===== config.mk =====
export PLATFORM = sky130hd
export DESIGN_NAME = pdp_context_session_fsm
export DESIGN_NICKNAME = d
export VERILOG_FILES = /design/src/rtl/core/pdpcs_pkg.sv /design/src/rtl/core/pdp_context_session_fsm.sv
export VERILOG_INCLUDE_DIRS = /design/src /design/src/rtl/core
export SDC_FILE = /design/constraint.sdc
export NUM_CORES = 1
export LEC_CHECK = 0
export ABC_AREA = 1
export BUFFER_PORTS_ARGS = -buffer_cell sky130_fd_sc_hd__buf_2
export CAP_MARGIN = 10
export CORE_MARGIN = 2
export CORE_UTILIZATION = 50
export DETAILED_ROUTE_END_ITERATION = 10
export GPL_TIMING_DRIVEN = 0
export PLACE_DENSITY = 0.74
export SLEW_MARGIN = 5
export SYNTH_ARGS = -nofsm -noshare
export SYNTH_HDL_FRONTEND = slang
export SYNTH_SLANG_ARGS = --single-unit

===== constraint.sdc =====
create_clock -name i_clk -period 1.95 [get_ports i_clk]
set_input_delay 0.0975 -clock i_clk [delete_from_list [all_inputs] [get_ports i_clk]]
set_output_delay 0.0975 -clock i_clk [all_outputs]
set_load 0.02 [all_outputs]

===== src/rtl/core/assert_macros.svh =====
// ----------------------------------------------------------------------------
// assert_macros.svh
// Concurrent assertion shorthands shared by the RTL.
// ----------------------------------------------------------------------------
`ifndef ASSERT_MACROS_SVH
`define ASSERT_MACROS_SVH

// check a condition at every clock edge outside reset
`define ASSERT_ALWAYS(lbl, clk, rst_n, cond) \
    lbl: assert property (@(posedge clk) disable iff (!(rst_n)) (cond)) \
        else $error("assertion failed");

// check a consequence in the cycle after its antecedent
`define ASSERT_NEXT(lbl, clk, rst_n, ante, cons) \
    lbl: assert property (@(posedge clk) disable iff (!(rst_n)) (ante) |=> (cons)) \
        else $error("assertion failed");

`endif


===== src/rtl/core/pdpcs_pkg.sv =====
// ----------------------------------------------------------------------------
// pdpcs_pkg
// Types and constants of the PDP context session state machine.
// ----------------------------------------------------------------------------
`default_nettype none

package pdpcs_pkg;

    localparam int TIMER_W   = 16;
    localparam int ATTEMPT_W = 3;
    localparam int CAUSE_W   = 8;
    localparam int CFG_IDX_W = 2;
    localparam int CFG_DAT_W = 16;

    localparam logic [TIMER_W-1:0]   RETRY_TIMEOUT_RST = 16'd1000;
    localparam logic [ATTEMPT_W-1:0] MAX_ATTEMPTS_RST  = 3'd4;
    localparam logic [CAUSE_W-1:0]   TIMEOUT_CAUSE_RST = 8'd34;
    localparam logic [ATTEMPT_W-1:0] ATTEMPT_SAT       = 3'd7;

    localparam logic [CFG_IDX_W-1:0] CFG_RETRY_TIMEOUT = 2'd0;
    localparam logic [CFG_IDX_W-1:0] CFG_MAX_ATTEMPTS  = 2'd1;
    localparam logic [CFG_IDX_W-1:0] CFG_TIMEOUT_CAUSE = 2'd2;

    typedef enum logic [2:0] {
        ST_INACTIVE   = 3'd0,
        ST_ACT_PEND   = 3'd1,
        ST_ACTIVE     = 3'd2,
        ST_MOD_PEND   = 3'd3,
        ST_INACT_PEND = 3'd4
    } t_state;

    typedef enum logic [2:0] {
        ACT_NONE     = 3'd0,
        ACT_ASSIGN   = 3'd1,
        ACT_SEND_ACT = 3'd2,
        ACT_CONFIRM  = 3'd3,
        ACT_IND      = 3'd4,
        ACT_RELEASE  = 3'd5
    } t_action;

    typedef enum logic [3:0] {
        OP_TICK         = 4'd0,
        OP_GMM_EST_CNF  = 4'd1,
        OP_GMM_EST_REJ  = 4'd2,
        OP_TX_ACT_REQ   = 4'd3,
        OP_RX_ACT_REJ   = 4'd4,
        OP_RX_ACT_ACC   = 4'd5,
        OP_NSAPI_ACTIVE = 4'd6,
        OP_TX_DEACT_REQ = 4'd7,
        OP_RX_DEACT_REQ = 4'd8,
        OP_RX_DEACT_ACC = 4'd9,
        OP_TX_MOD_REQ   = 4'd10,
        OP_RX_MOD_REJ   = 4'd11,
        OP_RX_MOD_ACC   = 4'd12
    } t_op;

endpackage

`default_nettype wire


===== src/rtl/core/pdp_context_session_fsm.sv =====
// ----------------------------------------------------------------------------
// pdp_context_session_fsm
// Mobile-side PDP context session state machine with retry timer and release.
// ----------------------------------------------------------------------------
// Takes one event word per cycle while the result register is free or being
// taken, and returns one result word for each, in order. The state update and
// the result are computed in the cycle the event word is accepted and land in
// the output register at that edge, so the block sustains one word per clock
// while the consumer keeps up; a waiting result does not stall input as long as
// the consumer takes it in the same cycle. Configuration writes are taken at any
// time but are meant for idle periods.
`default_nettype none

`include "assert_macros.svh"

module pdp_context_session_fsm
    import pdpcs_pkg::*;
(
    input  wire logic                 i_clk,
    input  wire logic                 i_rst_n,
    // configuration write port
    input  wire logic                 i_cfg_we,
    input  wire logic [CFG_IDX_W-1:0] i_cfg_idx,
    input  wire logic [CFG_DAT_W-1:0] i_cfg_data,
    // event stream
    input  wire logic                 s_axis_tvalid,
    output logic                      s_axis_tready,
    input  wire logic [15:0]          s_axis_tdata,  // op[3:0], reject_cause[11:4], zero
    // result stream
    output logic                      m_axis_tvalid,
    input  wire logic                 m_axis_tready,
    output logic [15:0]               m_axis_tdata   // action[2:0], confirm_cause[10:3],
                                                     // session_state[13:11], event_error[14],
                                                     // zero
);

    logic [TIMER_W-1:0]   r_retry_timeout;
    logic [ATTEMPT_W-1:0] r_max_attempts;
    logic [CAUSE_W-1:0]   r_timeout_cause;

    t_state               r_state, n_state;
    logic [TIMER_W-1:0]   r_timer, n_timer;
    logic                 r_timer_running, n_timer_running;
    logic [ATTEMPT_W-1:0] r_attempt, n_attempt;
    logic                 r_release, n_release;

    logic                 r_out_valid;
    t_action              r_out_action;
    logic [CAUSE_W-1:0]   r_out_cause;
    t_state               r_out_state;
    logic                 r_out_error;

    t_action              w_action;
    logic [CAUSE_W-1:0]   w_cause;
    logic                 w_error;

    logic                 w_in_acc;
    t_op                  w_op;
    logic [CAUSE_W-1:0]   w_rej_cause;
    logic [TIMER_W-1:0]   w_timer_dec;
    logic                 w_expire;
    logic [ATTEMPT_W-1:0] w_attempt_inc;
    logic                 w_abort;
    logic [TIMER_W-1:0]   w_timer_load;

    assign s_axis_tready = !r_out_valid || m_axis_tready;
    assign w_in_acc      = s_axis_tvalid && s_axis_tready;
    assign w_op          = t_op'(s_axis_tdata[3:0]);
    assign w_rej_cause   = s_axis_tdata[11:4];

    assign w_timer_dec   = r_timer - TIMER_W'(1);
    assign w_expire      = r_timer_running && (w_timer_dec == '0);
    assign w_attempt_inc = (r_attempt == ATTEMPT_SAT) ? r_attempt : r_attempt + ATTEMPT_W'(1);
    assign w_abort       = w_attempt_inc >= r_max_attempts;
    assign w_timer_load  = (r_retry_timeout == '0) ? TIMER_W'(1) : r_retry_timeout;

    always_ff @(posedge i_clk) begin
        if (!i_rst_n) begin
            r_retry_timeout <= RETRY_TIMEOUT_RST;
            r_max_attempts  <= MAX_ATTEMPTS_RST;
            r_timeout_cause <= TIMEOUT_CAUSE_RST;
        end else if (i_cfg_we) begin
            case (i_cfg_idx)
                CFG_RETRY_TIMEOUT: r_retry_timeout <= i_cfg_data[TIMER_W-1:0];
                CFG_MAX_ATTEMPTS:  r_max_attempts  <= i_cfg_data[ATTEMPT_W-1:0];
                CFG_TIMEOUT_CAUSE: r_timeout_cause <= i_cfg_data[CAUSE_W-1:0];
                default: ;
            endcase
        end
    end

    // next state
    always_comb begin
        n_state         = r_state;
        n_timer         = r_timer;
        n_timer_running = r_timer_running;
        n_attempt       = r_attempt;
        n_release       = r_release;
        if (w_in_acc) begin
            case (r_state)
                ST_INACTIVE: begin
                    if (w_op == OP_TICK && r_release) begin
                        n_release = 1'b0;
                        n_attempt = '0;
                    end else if (w_op == OP_TX_ACT_REQ) begin
                        n_attempt       = '0;
                        n_state         = ST_ACT_PEND;
                        n_timer         = w_timer_load;
                        n_timer_running = 1'b1;
                        n_release       = 1'b0;
                    end
                end
                ST_ACT_PEND: begin
                    case (w_op)
                        OP_TICK: begin
                            if (r_timer_running) begin
                                n_timer = w_timer_dec;
                                if (w_expire) begin
                                    n_attempt = w_attempt_inc;
                                    if (w_abort) begin
                                        n_state         = ST_INACTIVE;
                                        n_timer         = '0;
                                        n_timer_running = 1'b0;
                                        n_release       = 1'b1;
                                    end else begin
                                        n_timer         = w_timer_load;
                                        n_timer_running = 1'b1;
                                        n_release       = 1'b0;
                                    end
                                end
                            end
                        end
                        OP_GMM_EST_REJ, OP_RX_ACT_REJ: begin
                            n_state         = ST_INACTIVE;
                            n_timer         = '0;
                            n_timer_running = 1'b0;
                            n_release       = 1'b1;
                        end
                        OP_NSAPI_ACTIVE: begin
                            n_state         = ST_ACTIVE;
                            n_timer         = '0;
                            n_timer_running = 1'b0;
                        end
                        default: ;
                    endcase
                end
                ST_ACTIVE: begin
                    case (w_op)
                        OP_TX_DEACT_REQ: n_state = ST_INACT_PEND;
                        OP_TX_MOD_REQ:   n_state = ST_MOD_PEND;
                        OP_RX_DEACT_REQ: begin
                            n_state         = ST_INACTIVE;
                            n_timer         = '0;
                            n_timer_running = 1'b0;
                            n_release       = 1'b1;
                        end
                        default: ;
                    endcase
                end
                ST_MOD_PEND: begin
                    case (w_op)
                        OP_RX_MOD_REJ: n_state = ST_INACT_PEND;
                        OP_RX_MOD_ACC: n_state = ST_ACTIVE;
                        OP_RX_DEACT_REQ: begin
                            n_state         = ST_INACTIVE;
                            n_timer         = '0;
                            n_timer_running = 1'b0;
                            n_release       = 1'b1;
                        end
                        default: ;
                    endcase
                end
                ST_INACT_PEND: begin
                    if (w_op == OP_RX_DEACT_ACC) begin
                        n_state         = ST_INACTIVE;
                        n_timer         = '0;
                        n_timer_running = 1'b0;
                        n_release       = 1'b1;
                    end
                end
                default: ;
            endcase
        end
    end

    // result
    always_comb begin
        w_action = ACT_NONE;
        w_cause  = '0;
        w_error  = 1'b0;
        if (w_op == OP_TICK) begin
            if (r_state == ST_INACTIVE && r_release) begin
                w_action = ACT_RELEASE;
            end else if (r_state == ST_ACT_PEND && w_expire) begin
                if (w_abort) begin
                    w_action = ACT_CONFIRM;
                    w_cause  = r_timeout_cause;
                end else begin
                    w_action = ACT_ASSIGN;
                end
            end
        end else begin
            w_error = 1'b1;
            case (r_state)
                ST_INACTIVE: begin
                    if (w_op == OP_TX_ACT_REQ) begin
                        w_action = ACT_ASSIGN;
                        w_error  = 1'b0;
                    end
                end
                ST_ACT_PEND: begin
                    case (w_op)
                        OP_GMM_EST_CNF: begin
                            w_action = ACT_SEND_ACT;
                            w_error  = 1'b0;
                        end
                        OP_GMM_EST_REJ: w_error = 1'b0;
                        OP_RX_ACT_REJ: begin
                            w_action = ACT_CONFIRM;
                            w_cause  = w_rej_cause;
                            w_error  = 1'b0;
                        end
                        OP_RX_ACT_ACC: begin
                            w_action = ACT_IND;
                            w_error  = 1'b0;
                        end
                        OP_NSAPI_ACTIVE: begin
                            w_action = ACT_CONFIRM;
                            w_error  = 1'b0;
                        end
                        default: ;
                    endcase
                end
                ST_ACTIVE: begin
                    if (w_op == OP_TX_DEACT_REQ || w_op == OP_RX_DEACT_REQ
                            || w_op == OP_TX_MOD_REQ) begin
                        w_error = 1'b0;
                    end
                end
                ST_MOD_PEND: begin
                    if (w_op == OP_RX_DEACT_REQ || w_op == OP_RX_MOD_REJ
                            || w_op == OP_RX_MOD_ACC) begin
                        w_error = 1'b0;
                    end
                end
                ST_INACT_PEND: begin
                    if (w_op == OP_RX_DEACT_ACC) begin
                        w_error = 1'b0;
                    end
                end
                default: ;
            endcase
        end
    end

    always_ff @(posedge i_clk) begin
        if (!i_rst_n) begin
            r_state         <= ST_INACTIVE;
            r_timer         <= '0;
            r_timer_running <= 1'b0;
            r_attempt       <= '0;
            r_release       <= 1'b0;
            r_out_valid     <= 1'b0;
        end else begin
            r_state         <= n_state;
            r_timer         <= n_timer;
            r_timer_running <= n_timer_running;
            r_attempt       <= n_attempt;
            r_release       <= n_release;
            if (w_in_acc) begin
                r_out_valid <= 1'b1;
            end else if (m_axis_tready) begin
                r_out_valid <= 1'b0;
            end
        end
    end

    // hold the result word until taken
    always_ff @(posedge i_clk) begin
        if (w_in_acc) begin
            r_out_action <= w_action;
            r_out_cause  <= w_cause;
            r_out_state  <= n_state;
            r_out_error  <= w_error;
        end
    end

    assign m_axis_tvalid = r_out_valid;
    assign m_axis_tdata  = {1'b0, r_out_error, r_out_state, r_out_cause, r_out_action};

    `ASSERT_ALWAYS(a_timer_in_act_pend, i_clk, i_rst_n,
        r_timer_running == (r_state == ST_ACT_PEND))
    `ASSERT_ALWAYS(a_timer_nonzero, i_clk, i_rst_n,
        !r_timer_running || (r_timer != '0))
    `ASSERT_ALWAYS(a_release_in_inactive, i_clk, i_rst_n,
        !r_release || (r_state == ST_INACTIVE))
    `ASSERT_NEXT(a_tick_no_error, i_clk, i_rst_n,
        w_in_acc && (w_op == OP_TICK), !r_out_error && r_out_valid)

endmodule

`default_nettype wire

==> reports/summary.md, run 1 <==
### Power and ir drop
* **Internal Pwr Total** 2.53 mW
* **portion of total power attributed to sequential cells** 0.391
* **pwr dens** 771 mW/mm2
* **switching share of power** 0.388
* **power consumption** 4.13 mW
* **Comb power frac** 0.345
* **total leakage power** 2.30 nW
* **power dissipated by switching net loads** 1.60 mW
* **Max rail drop VDD** 533 uV
* **clock power share** 0.264

### Finish
* **Seq. cell area** 0.00152 mm2
* **area of the multi-input gates** 0.00257 mm2
* **fraction of layout cells with a size suffix above 1** 0.351
* **post-synthesis to final-layout area growth** 33.8%
* **nets@finish** 712
* **number of diodes added for antenna fixing** 0
* **Core Util, Final** 0.692
* **post-route design area** 0.00535 mm2
* **total of fill cells in the finished design** 650

### Setup path
* **end of the worst register-to-register path** r_out_cause[2]$_DFFE_PP_
* **endpoint required time on the critical path** 2160 ps
* **kind of capture point of the worst setup path** register
* **startpoint of the worst register-to-register path** r_timer[1]$_SDFFE_PN0P_
* **largest fanout on the critical path** 7
* **Worst Setup Start Kind** register
* **worst-case register-to-register setup slack** -240 ps
* **number of cells on the worst reg-to-reg path** 14
* **arrival time reported for the critical path endpoint** 2390 ps
* **type of the worst setup path** reg -> reg

### CTS
* **clock tree from TritonCTS** done
* **Clock Path Buffers** 2
* **TritonCTS sink count** 67
* **latest clock arrival within the worst-skew pair** 360 ps
* **clock transition time at the flip-flop clock pins of the worst setup and hold paths** 80 ps
* **CTS HTree Levels** 3
* **total CTS buffers** 9
* **buffer cell driving the clock tree root** clkbuf_8

### Outcome
* **status** complete, but fails checks
* **violated checks** negative setup slack

### Timing
* **final setup fails** 35
* **measured slew at the worst slew-check pin** 593 ps
* **Min Clock Period, post-route** 2190 ps
* **remaining max-slew budget at the tightest pin** 0.604
* **Hold Worst Slack** 0.725 ps
* **Clock Skew** 12.6 ps
* **number of max-slew violations in the final report** 0
* **fin crit share** 1.12
* **unrepaired setup endpoints after global routing** true
* **FMAX** 458 MHz
* **final-report hold violation count** 0
* **post-route worst setup slack** -235 ps

### GRT
* **number of global-route vias before repair** 4205
* **wire length of the first global-routing pass** 19500 um
* **global-route usage over all layers** 0.286
* **initial antenna violation count** 0
* **global route overflow** 0
* **largest net degree at the start of global routing** 23

### Synth
* **sequential area share after synthesis** 0.373
* **most numerous cell types in the synthesized netlist** 107 x nand2_1, 73 x inv_1, 65 x nor2_1
* **Mapped Avg Cell Area** 6.92 um2
* **share of the synthesized area in the top cell type** 0.260
* **number of enable-type register cells in the synthesized netlist** 15
* **synthesized netlist net count** 623
* **number of different library cells in the post-synthesis netlist** 43
* **number of warning messages in the yosys log** 0
* **instance count of the mapped netlist** 578
* **cell types occupying the most area after synthesis** dfxtp_1 26%, edfxtp_1 11%, nand2_1 10%, a21oi_1 6.9%, inv_1 6.9%
* **cell with the most instances after synthesis** nand2_1
* **number of flip-flops and latches in the synthesized netlist** 67
* **share of async-settable or async-resettable flops after synthesis** 0
* **cell taking the most area after synthesis** dfxtp_1
* **cell area after synthesis** 0.00400 mm2
* **Synth Flop Type** dfxtp_1

### Routing
* **met2 wire length** 6120 um
* **routed via count** 4245
* **Detailed Routing Iterations Pass 1** 5
* **drc violations** 0
* **average detailed-routed wire length per instance** 15.7 um
* **Routed WL** 12100 um
* **DRC violation total after the first TritonRoute iteration** 235
* **Max Used Layer** met4
* **met3 wire length** 626 um
* **via density per instance** 5.48
* **Met1 Routed Length** 4960 um
* **antenna-violating nets left** 0

### Floorplan
* **Die Span Y** 93.4 um
* **I/O pin count** 57
* **overall die width** 93.4 um
* **starting density of the core** 0.518
* **placeable core region** 0.00773 mm2
* **Die ar.** 0.00873 mm2
* **cell row count** 32

### Min path
* **Worst Hold End** r_out_cause[4]$_DFFE_PP_
* **origin of the worst min-delay path** s_axis_tdata[8]
* **hold path depth** 3
* **path category of the worst min-delay check** in -> reg

### Flow run
* **number of max-capacitance violations reported** 0

### Placed design
* **Placement Cell Area** 0.00442 mm2
* **post-placement setup slack** -440 ps
* **last weighted congestion value of the routability-driven placer** 0.968
* **HPWL after DPL** 8480 um
* **Port-buffer cells** 50

==> placed cells by master, fill, tap and decap left out, types with 3 or more instances in the layout <==
| cell type | netlist | layout |
|---|---|---|
| a21oi_2 | 12 | 16 |
| nand4_1 | 3 | 3 |
| buf_2 | 2 | 52 |
| nor2_1 | 65 | 51 |
| dfxtp_2 | 0 | 8 |
| o211ai_1 | 5 | 5 |
| nand3_1 | 33 | 19 |
| nand3b_1 | 6 | 6 |
| inv_1 | 73 | 68 |
| nand2_1 | 107 | 86 |
| nand2_2 | 6 | 23 |
| nor2_2 | 9 | 14 |
| o21ai_0 | 53 | 42 |
| dlygate4sd3_1 | 0 | 8 |
| clkbuf_8 | 0 | 10 |
| o21ai_1 | 11 | 10 |
| a21oi_4 | 0 | 5 |
| nor2_4 | 3 | 12 |
| o21ai_2 | 0 | 12 |
| dfxtp_1 | 52 | 40 |
| a21oi_1 | 55 | 46 |
| nor4_1 | 6 | 6 |
| buf_4 | 3 | 19 |
| buf_6 | 2 | 4 |
| inv_2 | 7 | 8 |
| nand2_4 | 1 | 5 |
| dfxtp_4 | 0 | 4 |
| clkbuf_1 | 11 | 10 |
| nor3_1 | 8 | 7 |
| nand3_4 | 0 | 4 |
| ha_4 | 0 | 4 |
| inv_4 | 0 | 3 |
| nand3_2 | 1 | 11 |
| edfxtp_1 | 15 | 15 |
==> worst max path at each step <==
stage	from	to	slack, ps	cells past startpoint
3_5_place_dp	r_timer[0]$_SDFFE_PN0P_	r_out_cause[2]$_DFFE_PP_	-440	13
2_1_floorplan	r_attempt[1]$_SDFFE_PN0P_	r_out_state[1]$_DFFE_PP_	-10	13
4_1_cts	r_attempt[0]$_SDFFE_PN0P_	r_out_state[1]$_DFFE_PP_	-210	13
6_report	r_timer[1]$_SDFFE_PN0P_	r_out_cause[2]$_DFFE_PP_	-240	14
3_3_place_gp	r_timer[0]$_SDFFE_PN0P_	r_out_cause[0]$_DFFE_PP_	-320	13
5_1_grt	r_attempt[0]$_SDFFE_PN0P_	r_out_state[1]$_DFFE_PP_	-370	13
==> kinds of logic (layout without fill, tap and decap cells) <==
kind of cell | count (synthesis) | count (layout) | share of synthesized area
AOI/OAI and AO/OA | 144 | 144 | 0.201
and+or+nand+nor | 256 | 256 | 0.295
xor gates and xnor gates | 3 | 3 | 0.00845
other | 1 | 1 | 0.000937
buffers and inverters | 100 | 194 | 0.101
adders and majority gates | 6 | 6 | 0.0188
muxes | 1 | 1 | 0.00281
DFF | 67 | 67 | 0.373
==> power groups by stage <==
stage	clock [mW]	combinational, mW	sequential, mW
after floorplan	0	0.791	1.62
after global placement	0	1.05	1.62
after detailed placement	0	1.07	1.62
after CTS	1.09	1.20	1.60
after global routing	1.15	1.56	1.62
final	1.09	1.43	1.61
==> critical path, stage by stage, from the launching register on <==
cell and delay [ps]:
dfxtp_4 370, inv_4 70, ha_4 170, nand2_4 80, nor2_4 150, nand2_1 80, nand2_2 100, nand2_2 70
nor2_4 100, nand2_2 70, nor2_4 140, nand2_4 140, inv_8 110, nand4_4 170, o21ai_2 200
==> routing by layer <==
metal	GRT usage	vias up
met5	0	-
met4	0.120	0
met3	0.0540	35
met2	0.497	142
met1	0.346	1979
li1	-	2089
==> sequential cells by signal, summed over array words and instances, names as in the netlist <==
signal / count
r_state: 3
r_out_cause: 8
r_retry_timeout: 16
r_timer: 16
m_axis_tvalid: 1
r_out_error: 1
r_attempt: 3
r_timer_running: 1
r_release: 1
r_out_state: 3
r_out_action: 3
r_timeout_cause: 8
r_max_attempts: 3
==> per-stage QoR <==
stage | TNS (ps) | std cells
final | -5980 | 774
after global routing | -9610 | 774
after CTS | -4180 | 770
after detailed placement | -9540 | 730
after global placement | -7290 | 730
after floorplan | -10.7 | 578
==> cell type report <==
type                            instances  area share
Multi-Input combinational cell        411       0.481
Sequential cell                        67       0.283
Timing Repair Buffer                   78      0.0957
Inverter                               82      0.0606
Clock buffer                           10      0.0257
Tap cell                              102      0.0239
Buffer                                 18      0.0208
Clock inverter                          6     0.00865
==> timing repair <==
item | in CTS | in global routing
pin swaps | 28 | 38
endpoints found under the hold margin | 8 | 0
resized for setup | 70 | 73
setup endpoints to repair | 36 | 35
hold buffers | 8 | 0
cloned | 2 | 0
setup buffers | 14 | 4
No activity file was read; power rests on OpenSTA's default activity.
==> inputs of run 2 (changes only) <==
ABC_AREA = default   (was 1)
==> run 2 against run 1 <==
Net effect: sequential share of layout area is essentially flat; final area shrank 0.98%; the run ends with negative hold slack, negative setup slack left; critical path type unchanged; largest cell class unchanged; largest power group unchanged; clock skew grew 0.92 ps.
==> reports/summary.md, run 2 <==
### Floorplan
* **I/O pin count** 57, unchanged
* **cell row count** 31, -3.1%
* **placeable core region** 0.00729 mm2, -5.6%
* **Die ar.** 0.00830 mm2, -4.9%
* **overall die width** 91.1 um, -2.5%
* **Die Span Y** 91.1 um, -2.5%
* **starting density of the core** 0.520, +0.00260

### Min path
* **path category of the worst min-delay check** in -> reg

### Power and ir drop
* **Max rail drop VDD** 545 uV, +2.2%
* **power consumption** 4.15 mW, +0.64%
* **total leakage power** 2.18 nW, -5.1%
* **pwr dens** 784 mW/mm2, +1.6%

### CTS
* **TritonCTS sink count** 67, unchanged
* **clock transition time at the flip-flop clock pins of the worst setup and hold paths** 90 ps, about the same
* **total CTS buffers** 9, unchanged
* **Clock Path Buffers** 2, unchanged
* **clock tree from TritonCTS** done
* **buffer cell driving the clock tree root** clkbuf_8
* **CTS HTree Levels** 3, unchanged
* **latest clock arrival within the worst-skew pair** 370 ps, about the same

### Synth
* **instance count of the mapped netlist** 453, -22%
* **Mapped Avg Cell Area** 8.37 um2, +21%
* **cell area after synthesis** 0.00379 mm2, -5.2%
* **number of warning messages in the yosys log** 0, unchanged
* **share of the synthesized area in the top cell type** 0.274, +0.0142
* **cell types occupying the most area after synthesis** dfxtp_1 27%, edfxtp_1 12%, nand2_1 6.3%, a21oi_1 4.1%, nor2_1 3.7%
* **share of async-settable or async-resettable flops after synthesis** 0, unchanged
* **number of different library cells in the post-synthesis netlist** 70, +63%
* **number of flip-flops and latches in the synthesized netlist** 67, unchanged
* **number of enable-type register cells in the synthesized netlist** 15, unchanged
* **synthesized netlist net count** 498, -20%
* **cell with the most instances after synthesis** nand2_1
* **most numerous cell types in the synthesized netlist** 64 x nand2_1, 52 x dfxtp_1, 37 x nor2_1
* **Synth Flop Type** dfxtp_1
* **sequential area share after synthesis** 0.393, +0.0203
* **cell taking the most area after synthesis** dfxtp_1

### Finish
* **nets@finish** 612, -14%
* **post-synthesis to final-layout area growth** 39.6%
* **area of the multi-input gates** 0.00251 mm2, -2.7%
* **number of diodes added for antenna fixing** 0, unchanged
* **most frequent cells in the layout** 60 x nand2_1, 54 x buf_2, 47 x dfxtp_1
* **Regs by FF count** r_retry_timeout: 16 flops, r_timer: 16 flops
* **fraction of layout cells with a size suffix above 1** 0.353, +0.00196
* **post-route design area** 0.00530 mm2, -0.98%
* **most frequent standard cell in the layout excluding fill and tap cells** nand2_1
* **Seq. cell area** 0.00150 mm2, -0.91%
* **total of fill cells in the finished design** 532, -18%

### Timing
* **post-route worst setup slack** -786 ps, -551 ps
* **number of max-slew violations in the final report** 0, unchanged
* **measured slew at the worst slew-check pin** 961 ps, +368 ps
* **final setup fails** 33, -5.7%
* **Hold Worst Slack** -13.0 ps, -13.8 ps
* **FMAX** 366 MHz, -20%
* **fin crit share** 1.40, +0.282
* **remaining max-slew budget at the tightest pin** 0.355, -0.250
* **Min Clock Period, post-route** 2740 ps, +551 ps
* **unrepaired setup endpoints after global routing** true
* **final setup TNS** -20060 ps, -14070 ps
* **Clock Skew** 13.5 ps, +0.922 ps
* **final-report hold violation count** 2, +2

### Setup path
* **largest fanout on the critical path** 6, -1
* **endpoint required time on the critical path** 2220 ps, +60 ps
* **type of the worst setup path** reg -> reg
* **arrival time reported for the critical path endpoint** 3010 ps, +620 ps
* **Worst Setup Start Kind** register
* **kind of capture point of the worst setup path** register

### Routing
* **Detailed Routing Iterations Pass 1** 7, +2
* **average detailed-routed wire length per instance** 19.7 um, +26%
* **via density per instance** 6.39, +17%
* **antenna-violating nets left** 0, unchanged
* **DRC violation total after the first TritonRoute iteration** 471, +100%
* **Routed WL** 13200 um, +8.8%
* **drc violations** 0, unchanged
* **routed via count** 4291, +1.1%

### Placed design
* **HPWL after DPL** 7630 um, -10%
* **Placement Cell Area** 0.00428 mm2, -3.2%
* **last weighted congestion value of the routability-driven placer** 0.928, -4.1%
* **Port-buffer cells** 50, unchanged

### Outcome
* **violated checks** negative hold slack, negative setup slack
* **status** complete, but fails checks

### GRT
* **largest net degree at the start of global routing** 16, -30%
* **grt met2 use** 0.479, -0.0180
* **number of global-route vias before repair** 3878, -7.8%
* **met3 Resource Use GR** 0.0589, +0.00493
* **global-route usage over all layers** 0.289, +0.00246
* **initial antenna violation count** 0, unchanged
* **wire length of the first global-routing pass** 19000 um, -2.7%
* **met1 GRT Util** 0.354, +0.00773
* **global route overflow** 0, unchanged
* **layer with the highest usage** met2

### Flow run
* **number of max-capacitance violations reported** 0, unchanged

==> run 2: changes by cell type after synthesis, sizes merged, moves of 6 or more <==
cell and delta:
a21oi -36, a22o +7, a31oi +8, clkbuf +8, inv -68, mux2i +11, nand2 -50, nand2b +7
nand3 -12, nor2 -41, nor4 +6, o21ai -32
==> run 2: timing repair <==
action | in CTS | in global routing
hold buffers | 13 | 0
gates resized for setup | 43 | 28
hold endpoints to repair | 15 | 0
pin swaps | 30 | 28
gates cloned | 1 | 0
buffers inserted | 26 | 16
endpoints found under the setup margin | 34 | 34
==> run 2: worst max-delay path: stages, from the launching register on <==
cell and delay [ps]:
dfxtp_2 360, buf_6 110, inv_4 30, ha_4 170, buf_6 120, nor2_4 150, a31oi_4 120, or3_4 410
nor4_4 310, buf_6 180, buf_6 100, nor2b_4 170, a31oi_4 120, a211oi_2 280
==> run 2: per-layer routing <==
layer  part of all wire  vias up
met5             0.0027        -
met4              0.054        2
met3              0.090       83
met2               0.47      321
met1               0.38     1989
li1                   -     1896
==> run 2: cells by family (layout without fill, tap and decap cells) <==
group                      Yosys count  after routing  share of synthesized area
other                                1              1                   0.000988
and+or+nand+nor                    194            194                      0.274
AOI/OAI and AO/OA                  124            124                      0.214
buffers and inverters               41            160                     0.0472
muxes                               12             12                     0.0320
adders and majority gates            6              6                     0.0198
DFF                                 67             67                      0.393
xor gates and xnor gates             8              8                     0.0185
==> run 2: worst paths after layout <==
| path | startpoint | endpoint | slack, ps | depth (start not counted) |
|---|---|---|---|---|
| setup / recovery | r_timer[0]$_SDFFE_PN0P_ | r_attempt[2]$_SDFFE_PN0P_ | -790 | 13 |
| hold reg to reg | r_retry_timeout[0]$_SDFFE_PN0P_ | r_retry_timeout[0]$_SDFFE_PN0P_ | 460 | 2 |
| hold / removal | i_cfg_data[6] | r_retry_timeout[6]$_SDFFE_PN1P_ | -10 | 3 |
| setup reg to reg | r_timer[0]$_SDFFE_PN0P_ | r_attempt[2]$_SDFFE_PN0P_ | -790 | 13 |
==> run 2: cell type report <==
cell class                      instances  share of cell area
Sequential cell                        67               0.284
Inverter                               13              0.0102
Timing Repair Buffer                  107               0.142
Clock buffer                            9              0.0234
Clock inverter                          7              0.0201
Buffer                                 24              0.0246
Tap cell                               99              0.0234
Multi-Input combinational cell        345               0.473
==> run 2: where the power goes <==
part           leakage [nW]  switching [mW]  total [mW]  internal [mW]
sequential            0.577          0.0768        1.56           1.48
combinational          1.49           0.691        1.21          0.519
clock                 0.117           0.638        1.38          0.744
==> run 2: metrics by stage <==
step | instances | util | setup slack (ps)
6_report | 671 | 0.726 | -786
5_1_grt | 671 | 0.726 | -785
2_1_floorplan | 453 | - | -272
3_3_place_gp | 602 | 0.586 | -547
4_1_cts | 657 | 0.694 | -433
3_5_place_dp | 603 | 0.587 | -591
